File: config.mk
export PLATFORM = sky130hd
export DESIGN_NAME = ahs_ram
export DESIGN_NICKNAME = d
export VERILOG_FILES = /design/src/design/ahs_ram.sv
export SDC_FILE = /design/constraint.sdc
export NUM_CORES = 1
export LEC_CHECK = 0
export ABC_AREA = 0
export BUFFER_PORTS_ARGS = -buffer_cell sky130_fd_sc_hd__clkbuf_2
export CORE_MARGIN = 10
export CORE_UTILIZATION = 35
export DETAILED_ROUTE_END_ITERATION = 8
export GPL_TIMING_DRIVEN = 0
export SLEW_MARGIN = 20
export SYNTH_ARGS = -nofsm -noshare
export SYNTH_HDL_FRONTEND = slang
export SYNTH_SLANG_ARGS = --single-unit
File: constraint.sdc
create_clock -name clk -period 4 [get_ports clk]
set_input_delay 0.6 -clock clk [delete_from_list [all_inputs] [get_ports clk]]
set_output_delay 0.6 -clock clk [all_outputs]
set_load 0.1 [all_outputs]
File: src/design/ahs_ram.sv
`timescale 1ns / 1ps

module ahs_ram #(
	parameter int WIDTH = 32,
	parameter int DEPTH = 32
) (
	input  logic                                       clk,
	input  logic                                       we,
	input  logic [((DEPTH > 1) ? $clog2(DEPTH) : 1)-1:0] waddr,
	input  logic [WIDTH-1:0]                           wdata,
	input  logic                                       re,
	input  logic [((DEPTH > 1) ? $clog2(DEPTH) : 1)-1:0] raddr,
	output logic [WIDTH-1:0]                           rdata
);
	logic [WIDTH-1:0] mem_q [DEPTH];

	always_ff @(posedge clk) begin
		if (we) begin
			mem_q[waddr] <= wdata;
		end
		if (re) begin
			rdata <= mem_q[raddr];
		end
	end
endmodule

==> out/metrics.csv <==
stage;metric;value;unit
drt;via_count;21100;
pwr;power_density;487;nW/um^2
final_layout;fillers;10300;
final_layout;fin_nets;2523;
global_route;grt_max_degree;33;
drt;via_per_inst;5.16;
clock_network;clk_latency;0.68;ns
global_route;antenna_found_initial;11;
place;port_buffers;75;
global_route;grt_overflow_total;0;
synthesis;synthDistinctLibCells;24;
pwr;leakage;0.0163;uW
drt;drt_iter0_drc;1765;
timing;grt_setup_unrepaired;false;
clock_network;numCtsBuffers;102;
final_layout;layout.area.seq;31700;sq um
timing;tightest_slew;1.03;ns
worst_setup_path;start_kind;input pin;
timing;hold_slack;0.605;ns
timing;fin_crit;2.61;ns
floorplanning;pin_count;77;
clock_network;clkTransAtPathRegs;0.06;ns
timing;relSlewSlack;31.4;%
clock_network;cts_root_buffer;clkbuf_16;
place;dp_cells;3898;
worst_setup_path;critPathArrivalTime;2.93;ns
clock_network;clock_sinks;1056;
worst_setup_path;cp_max_fo;10;
place;gp_congestion;0.812;
drt;wl_per_cell;24.7;um
worst_setup_path;worstPathRequired;4.32;ns
drt;drc;0;
final_layout;area_delta_synth_final;16.5;%
clock_network;clockBufferDepth;3;
synthesis;synth_edf_count;1056;
synthesis;yosys.area.top_type_share;77.7;%
drt;drt-pass1-iter-count;5;
synthesis;synth.area.top_cells;edfxtp_1 78%, mux2i_1 13%, a22oi_1 1.8%;
place;dp.final_hpwl;68.4;mm
floorplanning;coreArea;116000;sq um
synthesis;synth_common_cells;1056 x edfxtp_1, 512 x mux2i_1, 98 x nand2_1, 98 x nand3_1;
floorplanning;row_count;125;
final_layout;fin_cells;4093;
timing;post-route-period-util;65.3;%
timing;max_freq;383;MHz
pwr;ir_drop;0.284;mV
floorplanning;start_util;35.2;%
clock_network;htreeDepth;3;
timing;slew_viol_final;0;
global_route;grt_pass1_wl;146;mm
synthesis;syn_area_per_cell;18.1;sq um
synthesis;synth_warnings;0;
synthesis;synth.most_common_cell;edfxtp_1;
global_route;grtUsageTotal;15.1;%
final_layout;multi_input_area;8580;sq um
drt;ant_nets;0;
synthesis;synth.yosys.seq_area_share;77.7;%
clock_network;cts_tree;yes;
synthesis;syn_inst;2260;
floorplanning;die_x;361;um
final_layout;fin_util;41.0;%
global_route;grt_pass1_vias;21900;
synthesis;ys_ff_latch;1056;
timing;hold_violations;0;
clock_network;post_cts_buffers;0;
run;drv_cap;0;
hold_path;hold_path_class;in2reg;
timing;finalSetupViolCount;0;
worst_setup_path;worst_setup_path_end_kind;flip-flop;
synthesis;syn-num-nets;2305;
synthesis;async_flop_share;0;%
synthesis;ys.flop_type;edfxtp_1;
synthesis;yosysTopAreaCell;edfxtp_1;
timing;fin_skew;0.0239;ns
final_layout;drive_gt1_share;14.3;%
clock_network;cts_resized;0;
clock_network;cts-hold-fix-buffers;0;
floorplanning;die_y;361;um
worst_setup_path;crit_type;in2reg;
drt;wirelength;101;mm
floorplanning;die_area;131000;sq um
synthesis;syn_area;40800;sq um
status;status;complete, no violations;
final cells by class:
type,count,share of cell area (%)
Sequential cell,1056,66.7
Clock buffer,127,5.61
Clock inverter,66,1.26
Tap cell,1524,4.01
Antenna cell,2,0.0105
Timing Repair Buffer,114,2.78
Multi-Input combinational cell,1077,18.0
Buffer,127,1.58
logic make-up after synthesis:
family	count (synthesis)	share of synthesized area, %
flops	1056	77.7
mux	512	12.6
compound gates	288	4.81
simple gates	277	3.08
buf+inv	127	1.85
where the power goes:
part	switching (uW)	internal (uW)
combinational	1070	390
clock	3990	5330
sequential	38.0	12400
sequential cells by signal (all words and copies together) (netlist names):
| signal | count |
|---|---|
| mem_q | 1024 |
| rdata | 32 |
metrics by stage:
step	TNS, ns	setup WS, ns	instance area [sq um]	total power [uW]
floorplan	0	0.966	40800	13500
detailed placement	0	0.753	44300	14100
finish	0	1.39	47500	23200
global placement	-321.68	-0.662	43100	14000
global route	0	1.40	47500	23900
CTS	0	1.46	47500	23400
routing by layer:
metal  up-vias  wire length [um]  GRT usage [%]  share of wire, %
met5         -                99              0             0.098
met4        18              2630           5.08               2.6
met3       159              6410           2.99               6.4
li1       9460                 -              -                 -
met2       679             51500           26.4                51
met1     10800             40300           18.5                40
critical path, stage by stage:
cell      delay [ns]
clkbuf_2        0.20
or2_2           0.14
clkbuf_1        0.31
clkbuf_1        0.59
nor3_1          0.17
a31oi_1         0.56
nand3_1         0.35
layout by cell type, fill, tap and decap left out, types with 3 or more instances in the layout:
cell type  synthesis  routed
buf_6             15      15
buf_16             0      23
nor2_4             0      32
clkbuf_1          46      70
buf_12             0      15
a22o_1            64      64
nor3_1            32      32
a22oi_1           96      96
bufinv_16          0       9
a31oi_1           32      32
clkbuf_16          0     103
clkinv_2           0      18
edfxtp_1        1056    1056
a21oi_1           96      96
clkbuf_2           0      74
nand3b_1           5       5
or3b_2             3       3
buf_4             33      33
inv_6              0       3
mux2i_1          512     512
clkinv_1           0      28
nand3_1           98      98
buf_2             26      27
nand2_1           98      98
buf_1              5       5
worst paths after layout:
check | start | endpoint | slack (ns) | cells after the start
setup reg to reg | mem_q[7][11] | rdata[11] | 1.98 | 5
hold / removal | wdata[28] | mem_q[9][28] | 0.61 | 1
hold reg to reg | mem_q[26][27] | rdata[27] | 0.70 | 4
setup / recovery | raddr[4] | rdata[11] | 1.39 | 7
No activity file was read; power rests on OpenSTA's default activity.
