[src/design/ahs_pkg.sv]
`timescale 1ns / 1ps

package ahs_pkg;

	localparam int MAX_HARMONICS   = 32;
	localparam int SINE_TABLE_BITS = 10;
	localparam int PHASE_BITS      = 32;

	// Harmonic address and counter widths.
	localparam int HARM_AW = (MAX_HARMONICS > 1) ? $clog2(MAX_HARMONICS) : 1;
	localparam int HARM_CW = HARM_AW + 1;

	// Quarter-wave table geometry: positions per quadrant plus the closing point.
	localparam int QUARTER_BITS    = SINE_TABLE_BITS - 2;
	localparam int QUARTER_ENTRIES = (1 << QUARTER_BITS) + 1;

	localparam int CFG_INDEX_W = 4;
	localparam int CFG_DATA_W  = 32;

	localparam int TIME_W   = 24;
	localparam int DIVIDEND_W = 41;
	localparam int Q16_W    = 17;
	localparam logic [Q16_W-1:0] ONE_Q16 = 17'h10000;
	localparam logic [TIME_W-1:0] ELAPSED_MAX = 24'hFFFFFF;

	localparam int SUM_W    = 33 + HARM_CW;
	localparam int SCALED_W = SUM_W + Q16_W + 1;

	typedef enum logic [1:0] {
		KIND_TICK  = 2'd0,
		KIND_LOAD  = 2'd1,
		KIND_START = 2'd2,
		KIND_NONE  = 2'd3
	} kind_t;

	typedef enum logic [CFG_INDEX_W-1:0] {
		REG_START_INC   = 4'd0,
		REG_END_INC     = 4'd1,
		REG_ATTACK      = 4'd2,
		REG_DECAY       = 4'd3,
		REG_RELEASE     = 4'd4,
		REG_SUSTAIN     = 4'd5,
		REG_NOTE        = 4'd6,
		REG_HARM_COUNT  = 4'd7
	} cfg_reg_t;

	typedef struct packed {
		logic                    start;
		logic [DIVIDEND_W-1:0]   dividend;
		logic [TIME_W-1:0]       divisor;
	} div_req_t;

	typedef struct packed {
		logic                    done;
		logic [DIVIDEND_W-1:0]   quotient;
	} div_rsp_t;

	// Quarter sine at table point j, evaluated at elaboration only.
	function automatic logic [14:0] quarter_sine(input int j);
		longint f;
		longint f2;
		longint f3;
		longint f5;
		longint s;
		longint v;
		begin
			f  = longint'(j) << (16 - QUARTER_BITS);
			f2 = (f * f) >> 16;
			f3 = (f2 * f) >> 16;
			f5 = (f3 * f2) >> 16;
			s  = (102943 * f + 4640 * f5 - 42047 * f3) >> 16;
			v  = (s * 32767 + 32768) >> 16;
			if (v > 32767) begin
				v = 32767;
			end
			quarter_sine = 15'(v);
		end
	endfunction

endpackage

[src/design/ahs_div.sv]
`timescale 1ns / 1ps

// Restoring divider, one quotient bit per cycle.
module ahs_div (
	input  logic              clk,
	input  logic              arst_n,
	input  ahs_pkg::div_req_t req,
	output ahs_pkg::div_rsp_t rsp
);
	localparam int DW = ahs_pkg::DIVIDEND_W;
	localparam int VW = ahs_pkg::TIME_W;
	localparam int CNT_W = $clog2(DW + 1);

	logic             busy_q;
	logic             done_q;
	logic [CNT_W-1:0] cnt_q;
	logic [VW-1:0]    rem_q;
	logic [DW-1:0]    quo_q;
	logic [VW-1:0]    dvs_q;
	logic [VW:0]      trial;
	logic             fits;

	assign trial = {rem_q, quo_q[DW-1]};
	assign fits  = trial >= {1'b0, dvs_q};

	always_ff @(posedge clk or negedge arst_n) begin
		if (!arst_n) begin
			busy_q <= 1'b0;
			done_q <= 1'b0;
			cnt_q  <= '0;
		end else begin
			done_q <= 1'b0;
			if (req.start) begin
				busy_q <= 1'b1;
				cnt_q  <= '0;
			end else if (busy_q) begin
				cnt_q <= cnt_q + 1'b1;
				if (cnt_q == CNT_W'(DW - 1)) begin
					busy_q <= 1'b0;
					done_q <= 1'b1;
				end
			end
		end
	end

	always_ff @(posedge clk) begin
		if (req.start) begin
			rem_q <= '0;
			quo_q <= req.dividend;
			dvs_q <= req.divisor;
		end else if (busy_q) begin
			rem_q <= fits ? VW'(trial - {1'b0, dvs_q}) : trial[VW-1:0];
			quo_q <= {quo_q[DW-2:0], fits};
		end
	end

	assign rsp.done     = done_q;
	assign rsp.quotient = quo_q;
endmodule

[config.mk]
export PLATFORM = sky130hd
export DESIGN_NAME = ahs_div
export DESIGN_NICKNAME = d
export VERILOG_FILES = /design/src/design/ahs_pkg.sv /design/src/design/ahs_div.sv
export SDC_FILE = /design/constraint.sdc
export NUM_CORES = 1
export LEC_CHECK = 0
export ABC_AREA = 1
export BUFFER_PORTS_ARGS = -buffer_cell sky130_fd_sc_hd__buf_2
export CAP_MARGIN = 0
export CORE_MARGIN = 2
export CORE_UTILIZATION = 40
export CTS_BUF_LIST = sky130_fd_sc_hd__clkbuf_16
export CTS_CLUSTER_SIZE = 28
export DETAILED_ROUTE_END_ITERATION = 7
export PLACE_DENSITY = 0.58
export SYNTH_ARGS = -nofsm -noshare
export SYNTH_HDL_FRONTEND = slang
export SYNTH_SLANG_ARGS = --single-unit
[constraint.sdc]
create_clock -name clk -period 3.2 [get_ports clk]
set_clock_uncertainty 0.1 [all_clocks]
set_input_delay 0.32 -clock clk [delete_from_list [all_inputs] [get_ports clk]]
set_output_delay 0.32 -clock clk [all_outputs]
set_load 0.05 [all_outputs]
==> reports/results.txt, run 1 <==
The flow ran to the end, and the final reports show no timing, DRC or antenna violations. The run gives 0 as the number of pins exceeding their max-slew limit in the final report. Of the cells placed in the final design, the portion with a size suffix greater than 1 is 15.8%.

For the tightest hold margin, the log shows 0.0341 ns. Among all flip-flop cells after synthesis, the most frequent one is sky130_fd_sc_hd__edfxtp_1. After technology mapping, the gate count stands at 804.

Maximum clock frequency: 420 MHz. The startpoint-to-endpoint class of the critical path was flip-flop to flip-flop. The number of cells upsized or downsized after cts was 0. The number of flops mapped to enable cells by yosys works out to 65. In this run, the number of DRC markers left after iteration 0 of detailed routing was 258. Dividing the detail-routed via count by the number of cells gives 4.64.

The origin of the worst setup path is quo_q[40]. Counting cells, the worst reg-to-reg path comes to 15. The I/O pin count is 110, and the count of buffers added by post-CTS timing repair for setup is 0.

Wires add up to 14200 um. The startpoint of the most critical register-to-register path was quo_q[40]. The run gives 0 as the number of hold violations in the final report. The synthesis-to-finish area growth is 17.5%. At the pin with the least slew margin, the transition time is 0.708 ns.

The number of global-route vias before repair is 5012, and the number of levels the H-tree was split into is 3. The total DRC errors in the routed layout came out at 0. Row generation in the floorplan step produced 44 rows. Summed over all layers, the global routing overflow is 0.

TritonCTS built the clock tree. The tools report the number of distinct library cell variants in the gate-level netlist after synthesis as 33. For this run, the register share of the synthesized area comes to 44.7%.

STA classifies the critical path startpoint as a flip-flop. The register clock-pin slew on the reported worst setup and hold paths was 0.07 ns. The worst setup path is captured at a flip-flop. The switching component of the power was 1.97 mW. The largest stage delay on the critical path was 0.41 ns. For the number of antenna violations at the first check in global routing, the log shows 0. The number of nets handed over by synthesis was 899. The post-synthesis sequential element count is 97, and the minimum clock period is 2.38 ns.

The net count of the finished layout is 1006. The run gives 22.9% as the part of the total power dissipated in the clock network. Of the total power, registers draw 34.3%. The tree built by TritonCTS fans out to 97 sinks. The run gives 40.7% as the initial core utilization. Combinational logic burns 42.8% of the power.

The library cell appearing most often on the critical path is sky130_fd_sc_hd__nand2_1. For the worst setup path, the data required time is 3.35 ns. The end point of the critical path is rem_q[14].

The first global-routing pass estimated 24000 um of wire. The tightest min-delay check is of the input pin to flip-flop type. Across all register-to-register paths, the minimum setup slack is 0.82 ns. For the worst-skew pair, the clock arrives at the later sink with an insertion delay of 0.36 ns. During placement, the flow inserted port buffers numbering 109. The max-cap violation count was 0; the average size of a mapped cell was 7.33 um^2. Power spread over the standard cell area amounts to 694 nW/um^2. The tools report the origin of the worst min-delay path as req[8]. In this run the remaining antenna-violating nets after routing total 0.

The total number of yosys warnings was 0. The worst flop-to-flop path endpoint was rem_q[14]. The logs give 9 for the total clock buffers created by CTS and 10500 um for the half-perimeter wire length after detailed placement. In this run the horizontal extent of the chip is 125 um. For this run, asynchronously set or reset flops after synthesis account for 8.25%.

The clock passes through at most 2 buffers. The congestion estimate from routability-driven global placement came to 0.922. The analysis attributes to cell leakage a power of 3.77 nW. Data on the critical path arrives at its endpoint at 2.53 ns.

In the final routed layout, each cell accounts on average for 12.9 um. Leaving out fill and tap cells, the most frequent cells in the layout are sky130_fd_sc_hd__nand2_1 (341), sky130_fd_sc_hd__inv_1 (138), sky130_fd_sc_hd__buf_2 (109), sky130_fd_sc_hd__edfxtp_1 (65), sky130_fd_sc_hd__nand3_1 (62). After floorplanning, the core was sized to cover 14500 um^2. The largest driver fanout on the critical path works out to 4.

The antenna diode count is 0. The placed instances occupy a cell area of 6610 um^2. Prior to clock tree synthesis, the placed netlist has a worst setup slack of 0.796 ns.

The largest individual stage delay along the critical path comes from the cell sky130_fd_sc_hd__fa_1. The tools report the maximum number of pins on one net before global-route repair as 64. The setup TNS was 0 ns. The library cell used most frequently in the layout, excluding fill and tap cells, is sky130_fd_sc_hd__nand2_1. Setup repair after global routing left no endpoint under its margin.

In the finished design, the share of the clock period the worst path needs comes to 74.4%. Once layout is done, the placed cells without fillers occupy 6920 um^2. For the total number of vias, the log shows 5100.

In this run the clock root is driven by a sky130_fd_sc_hd__clkbuf_16. Total global routing track utilization: 18.9%. The critical path goes through inv_1 > ha_1 > fa_1 > inv_1 > nand3_1 > nand3_1 > nand2_1 > nand2_1 > nand2_1 > nand2_1 > nand2_1 > nand2_1 > nand2_1 > nand3_1 > nand2_1. The vertical extent of the die was 125 um.

For the maximum vdd drop, the log shows 0.296 mV. For the total power after layout, the log shows 4.80 mW. Headroom to the max-slew limit came out at 52.8%.

Internal power comes to 2.83 mW. Net switching is 41.0% of the power. The first detailed-routing pass took 4 iterations.

The netlist area before placement is 5890 um^2, and the final setup violation count is 0. After layout, the worst setup slack is 0.820 ns. Die area: 15700 um^2. The number of buffers added to fix hold violations after cts came out at 1.
[power groups by stage]
stage               Clock [mW]  Sequential [mW]  Combinational, mW
floorplan                    0             1.84               1.45
global placement             0             1.67               2.06
detailed placement           0             1.67               2.06
CTS                       1.13             1.65               2.06
global route              1.17             1.67               2.35
finish                    1.10             1.65               2.06
[worst min path at each step]
stage          endpoint  slack (ns)  depth (start not counted)
6_report       dvs_q[8]        0.03                          1
5_1_grt        dvs_q[8]        0.02                          1
4_1_cts        dvs_q[8]        0.02                          1
3_5_place_dp     done_q        0.08                          1
3_3_place_gp     done_q        0.07                          1
2_1_floorplan    busy_q       -0.08                          0
[worst max-delay path: cells and delay by family, from the launching register on]
family	cells	cell delay [ns]
simple gates	11	0.94
fa+ha+maj	2	0.66
flops	1	0.37
buf+inv	2	0.20
[layout make-up]
type                    count  area [um^2]
clock buffers               9          225
fillers                  1533         7560
multi-input cells         548         2620
clock inverters             7         68.8
well taps                 184          230
repair buffers            117          621
flip-flops and latches     97         2630
inverters                 138          518
[metrics by stage]
stage | cells | util (%)
after detailed placement | 1083 | 45.7
after global placement | 1083 | 45.7
after CTS | 1100 | 47.8
final | 1100 | 47.8
after global routing | 1100 | 47.8
after floorplan | 804 | -
[registers in the layout (all words and copies together) (netlist names)]
| signal | count |
|---|---|
| quo_q | 41 |
| dvs_q | 24 |
| rem_q | 24 |
| cnt_q | 6 |
| busy_q | 1 |
| done_q | 1 |
[Yosys cell counts, types with 2 or more instances]
cell                       instances  share of area, %
sky130_fd_sc_hd__dfrtp_1           8               3.4
sky130_fd_sc_hd__a21oi_1          17               1.4
sky130_fd_sc_hd__nand3_2           6               1.0
sky130_fd_sc_hd__nor3_1            4              0.34
sky130_fd_sc_hd__nand4_1           7              0.74
sky130_fd_sc_hd__xnor2_1           8               1.2
sky130_fd_sc_hd__nand2_1         341                22
sky130_fd_sc_hd__o21ai_0          10              0.85
sky130_fd_sc_hd__edfxtp_1         65                33
sky130_fd_sc_hd__nand3b_1          8               1.0
sky130_fd_sc_hd__nor2_1           38               2.4
sky130_fd_sc_hd__o21ai_1           8              0.68
sky130_fd_sc_hd__buf_6             4              0.76
sky130_fd_sc_hd__buf_1             2              0.13
sky130_fd_sc_hd__dfxtp_1          24               8.2
sky130_fd_sc_hd__clkbuf_1         11              0.70
sky130_fd_sc_hd__ha_1             26               5.5
sky130_fd_sc_hd__inv_1           138               8.8
sky130_fd_sc_hd__nand3_1          62               5.3
sky130_fd_sc_hd__nor2_2            2              0.21
sky130_fd_sc_hd__buf_2             3              0.25
[cells by family (layout without fill, tap and decap cells)]
| logic type | Yosys count | in the layout | synth area share (%) |
|---|---|---|---|
| simple gates | 474 | 474 | 34.0 |
| buf+inv | 159 | 271 | 10.8 |
| flops | 97 | 97 | 44.7 |
| compound gates | 38 | 38 | 3.36 |
| fa+ha+maj | 27 | 27 | 5.86 |
| xor+xnor | 9 | 9 | 1.34 |
[per-layer routing]
metal	routed length, um	vias up	GRT usage [%]
met5	0	-	0
met4	286	0	7.19
met3	979	19	5.39
met2	6140	130	29.6
met1	6810	2236	25.0
li1	-	2715	-
Power figures use the tool's default switching activity.
==> run 2, diff against run 1 <==
--- a/config.mk
+++ b/config.mk
@@ -5,7 +5,7 @@
 export SDC_FILE = /design/constraint.sdc
 export NUM_CORES = 1
 export LEC_CHECK = 0
-export ABC_AREA = 1
+export ABC_AREA = 0
 export BUFFER_PORTS_ARGS = -buffer_cell sky130_fd_sc_hd__buf_2
 export CAP_MARGIN = 0
 export CORE_MARGIN = 2
==> constraint.sdc (replaced) <==
create_clock -name clk -period 2.5 [get_ports clk]
set_clock_uncertainty 0.1 [all_clocks]
set_input_delay 0.25 -clock clk [delete_from_list [all_inputs] [get_ports clk]]
set_output_delay 0.25 -clock clk [all_outputs]
set_load 0.05 [all_outputs]
==> reports/results.txt, run 2 <==
The filler cells instantiated in the layout total 1085. After clock tree synthesis, the clock-pin slew on the worst setup and hold paths is 0.07 ns. The maximum clock frequency is 346 MHz, and the mean routed wirelength per cell is 15.1 um. The worst min-delay path category was input pin to flip-flop. The synthesized design contains 97 register bits.

Final standard cell count with taps included and fillers excluded: 901. For the total DRC errors in the routed layout, the log shows 0. The static leakage is 3.48 nW, and the fraction of synthesized cell area taken by the top area cell type is 36.9%.

For this design the top-level I/O count stands at 110. Setup repair after global routing could not meet its margin everywhere. Across every metal layer, demand over resource in global routing totals 18.8%.

Register name with the most flops: quo_q. In the routed layout, each cell is associated on average with a via count of 5.06. Sequential elements use 49.7% of the synthesized area.

Total placed cells including tap cells: 846. The worst pin sits at a relative slew slack of 66.7%. The run finished, with violations left. The completed layout was analyzed and its total power is 4.27 mW. The cell accounting for the most synthesized area is sky130_fd_sc_hd__edfxtp_1.

Flip-flop count of the largest register, all copies and words added: 41. The tools report the number of standard-cell rows in the floorplan as 42. The antenna diode count came out at 0. The pre-CTS setup slack is -0.405 ns.

The checks that failed: setup timing. The final setup violation count is 25, and the half-perimeter wire length after detailed placement is 9250 um. In this run the cell area of the synthesized design comes to 5300 um^2. The area share of and/or/nand/nor cells after synthesis was 11.9%.

The largest registers in the layout are quo_q: 41 flops, dvs_q: 24 flops, rem_q: 24 flops. Yosys instantiated no cell more often than sky130_fd_sc_hd__edfxtp_1. Entering global routing, the biggest net connects 49 pins. The remaining number of nets flagged by the antenna check after routing is 0, and the utilization after layout is 60.4%. Yosys mapped the design onto 60 distinct sky130hd cell types. The worst setup path is launched from a flip-flop. Adder and majority cell fraction of the synthesized area: 6.52%. After synthesis, the cell types taking the most area are sky130_fd_sc_hd__edfxtp_1 (37%), sky130_fd_sc_hd__dfxtp_1 (9.1%), sky130_fd_sc_hd__mux2_2 (8.9%). The logs give 0 for the number of antenna violations at the first check in global routing and 3 for the number of levels the H-tree was split into.

In this run, the number of DRC markers left after iteration 0 of detailed routing was 168. Of the available clock period, the critical path in the final layout requires 115%. TritonCTS built the clock tree. The run gives 2870 um^2 as the multi-input logic area. In the synthesized netlist the async set-or-reset flop fraction comes to 8.25%.

The power density normalized to cell area is 541 nW/um^2, and the first-pass GRT wire length is 21300 um. The run gives 3.05 ns as the arrival time reported for the critical path endpoint. The final worst setup slack was -0.387 ns. After synthesis, the largest family of logic cells by area is compound AO/OA/AOI/OAI gates.

Of the cells placed in the final design, the portion with a size suffix greater than 1 is 48.6%. Routability-driven placement finished with a final weighted congestion of 0.872. Across the run, the number of max-cap violations was 0. The floorplan step defined a die boundary enclosing 14200 um^2. The tools report the nature of the critical path endpoint as a flip-flop. After detailed routing, the total wire length is 13600 um. The number of pins exceeding their max-slew limit in the final report was 0. The fraction of synthesized area in multiplexers is 9.50%, and the gate count of the mapped netlist is 487. The cell sitting at the root of the clock tree is a sky130_fd_sc_hd__clkbuf_16.

The routed layout has 4557 vias. The tightest hold path in the finished design has a slack of 0.0908 ns. In the synthesized netlist, the cells that appear most often are sky130_fd_sc_hd__edfxtp_1 (65), sky130_fd_sc_hd__nand2_1 (49), sky130_fd_sc_hd__mux2_2 (42). The tools report the number of global-route vias before repair as 4520.

The tools report the initial core utilization as 40.5%. The leftover overflow at the end of global routing was 0; the number of detailed-route iterations in the first pass was 4. The worst setup path is of the flip-flop to flip-flop kind. The sink count of the clock tree came out at 97. At the pin with the least slew margin, the transition time is 0.500 ns.

The buffer levels on the longest clock path is 2, and the vertical extent of the die is 119 um. After synthesis, the mean cell area works out to 10.9 um^2. Registers take 2630 um^2.

In the layout the commonest cells are sky130_fd_sc_hd__buf_2 (108), sky130_fd_sc_hd__buf_4 (94), sky130_fd_sc_hd__edfxtp_1 (65), sky130_fd_sc_hd__mux2_2 (42), sky130_fd_sc_hd__nor2_1 (39). The logs give 815 for the net count reported at finish and 0 for the total number of yosys warnings. The number of hold violations in the final report is 0. Synthesis produced a netlist with a net count of 582. Of all nets on the critical path, the largest fanout is 3. The region available for standard cell placement spans 13100 um^2. The total clock buffers created by CTS is 9, and the number of flops mapped to enable cells by yosys is 65. Summing the areas of all xor and xnor instances in the mapped netlist gives 2.15% of the synthesized area. Minimum clock period: 2.89 ns. The synthesis-to-finish area growth works out to 49.2%. STA puts the critical path data required time at 2.67 ns. The clock latency on the worst-skew pair was 0.36 ns. Dominant register cell in the synthesized netlist: sky130_fd_sc_hd__edfxtp_1. Measured along the x axis, the die boundary spans 119 um. IR analysis of the VDD net gives a maximum drop of 0.478 mV. The number of port buffers was 109; the post-synthesis compound-gate area fraction was 15.9%.

Leaving out fill and tap cells, the most frequent cell in the layout is sky130_fd_sc_hd__buf_2.
run 2: cell type report:
cell class                      instances  share of cell area [%]
Clock buffer                            9                    2.85
Clock inverter                          7                    1.27
Inverter                               34                    1.62
Multi-Input combinational cell        335                    36.3
Sequential cell                        97                    33.3
Tap cell                              176                    2.79
Timing Repair Buffer                  243                    21.9
run 2: critical path: stages, from the launching register on:
cell and delay (ns):
sky130_fd_sc_hd__edfxtp_1 0.40, sky130_fd_sc_hd__inv_2 0.09, sky130_fd_sc_hd__ha_4 0.15, sky130_fd_sc_hd__fa_2 0.21, sky130_fd_sc_hd__nor2b_2 0.04, sky130_fd_sc_hd__o31a_1 0.32
sky130_fd_sc_hd__o2111ai_2 0.25, sky130_fd_sc_hd__a21oi_2 0.11, sky130_fd_sc_hd__buf_4 0.14, sky130_fd_sc_hd__o211a_1 0.21, sky130_fd_sc_hd__o21a_1 0.17, sky130_fd_sc_hd__or3_1 0.34
sky130_fd_sc_hd__a311oi_1 0.25
run 2: cells by family (layout without fill, tap and decap cells):
logic type,after synthesis,count (layout)
simple gates,135,135
compound gates,115,115
flops,97,97
buf+inv,55,293
mux,45,45
fa+ha+maj,27,27
xor+xnor,13,13
run 2: final timing paths:
| check | from | end | slack, ns | depth (start not counted) |
|---|---|---|---|---|
| worst max-delay path | quo_q[40] | rem_q[16] | -0.39 | 12 |
| worst min-delay path | req[25] | quo_q[1] | 0.09 | 2 |
| worst max register to register | quo_q[40] | rem_q[16] | -0.39 | 12 |
| worst min register to register | cnt_q[4] | done_q | 0.43 | 1 |
| min in group asynchronous | arst_n | done_q | 0.18 | 2 |
| max in group asynchronous | arst_n | cnt_q[2] | 1.96 | 2 |
run 2: power breakdown:
part | switching, mW | internal (mW)
logic | 0.502 | 0.347
clock network | 0.645 | 0.888
registers | 0.0546 | 1.84
run 2: stage by stage:
step / setup TNS [ns] / cell area [um^2]
2_1_floorplan: -5.90 / 5350
3_3_place_gp: -4.57 / 6750
3_5_place_dp: -5.71 / 6750
4_1_cts: -5.61 / 7460
5_1_grt: -9.45 / 7900
6_report: -6.01 / 7900
run 2: what timing repair did:
| item | 4_1_cts | 5_1_grt |
|---|---|---|
| pin swaps | 13 | 42 |
| setup buffers | 4 | 11 |
| endpoints found under the hold margin | 32 | 0 |
| gates cloned | 0 | 2 |
| resized for setup | 19 | 69 |
| hold buffers | 25 | 0 |
| setup endpoints to repair | 25 | 25 |
run 2: routing by layer:
layer,share of wire (%),GRT usage [%],routed length [um]
met1,44,23.1,6020
met2,47,31.0,6360
met3,6.3,5.22,862
met4,2.5,7.74,346
met5,0,0,0
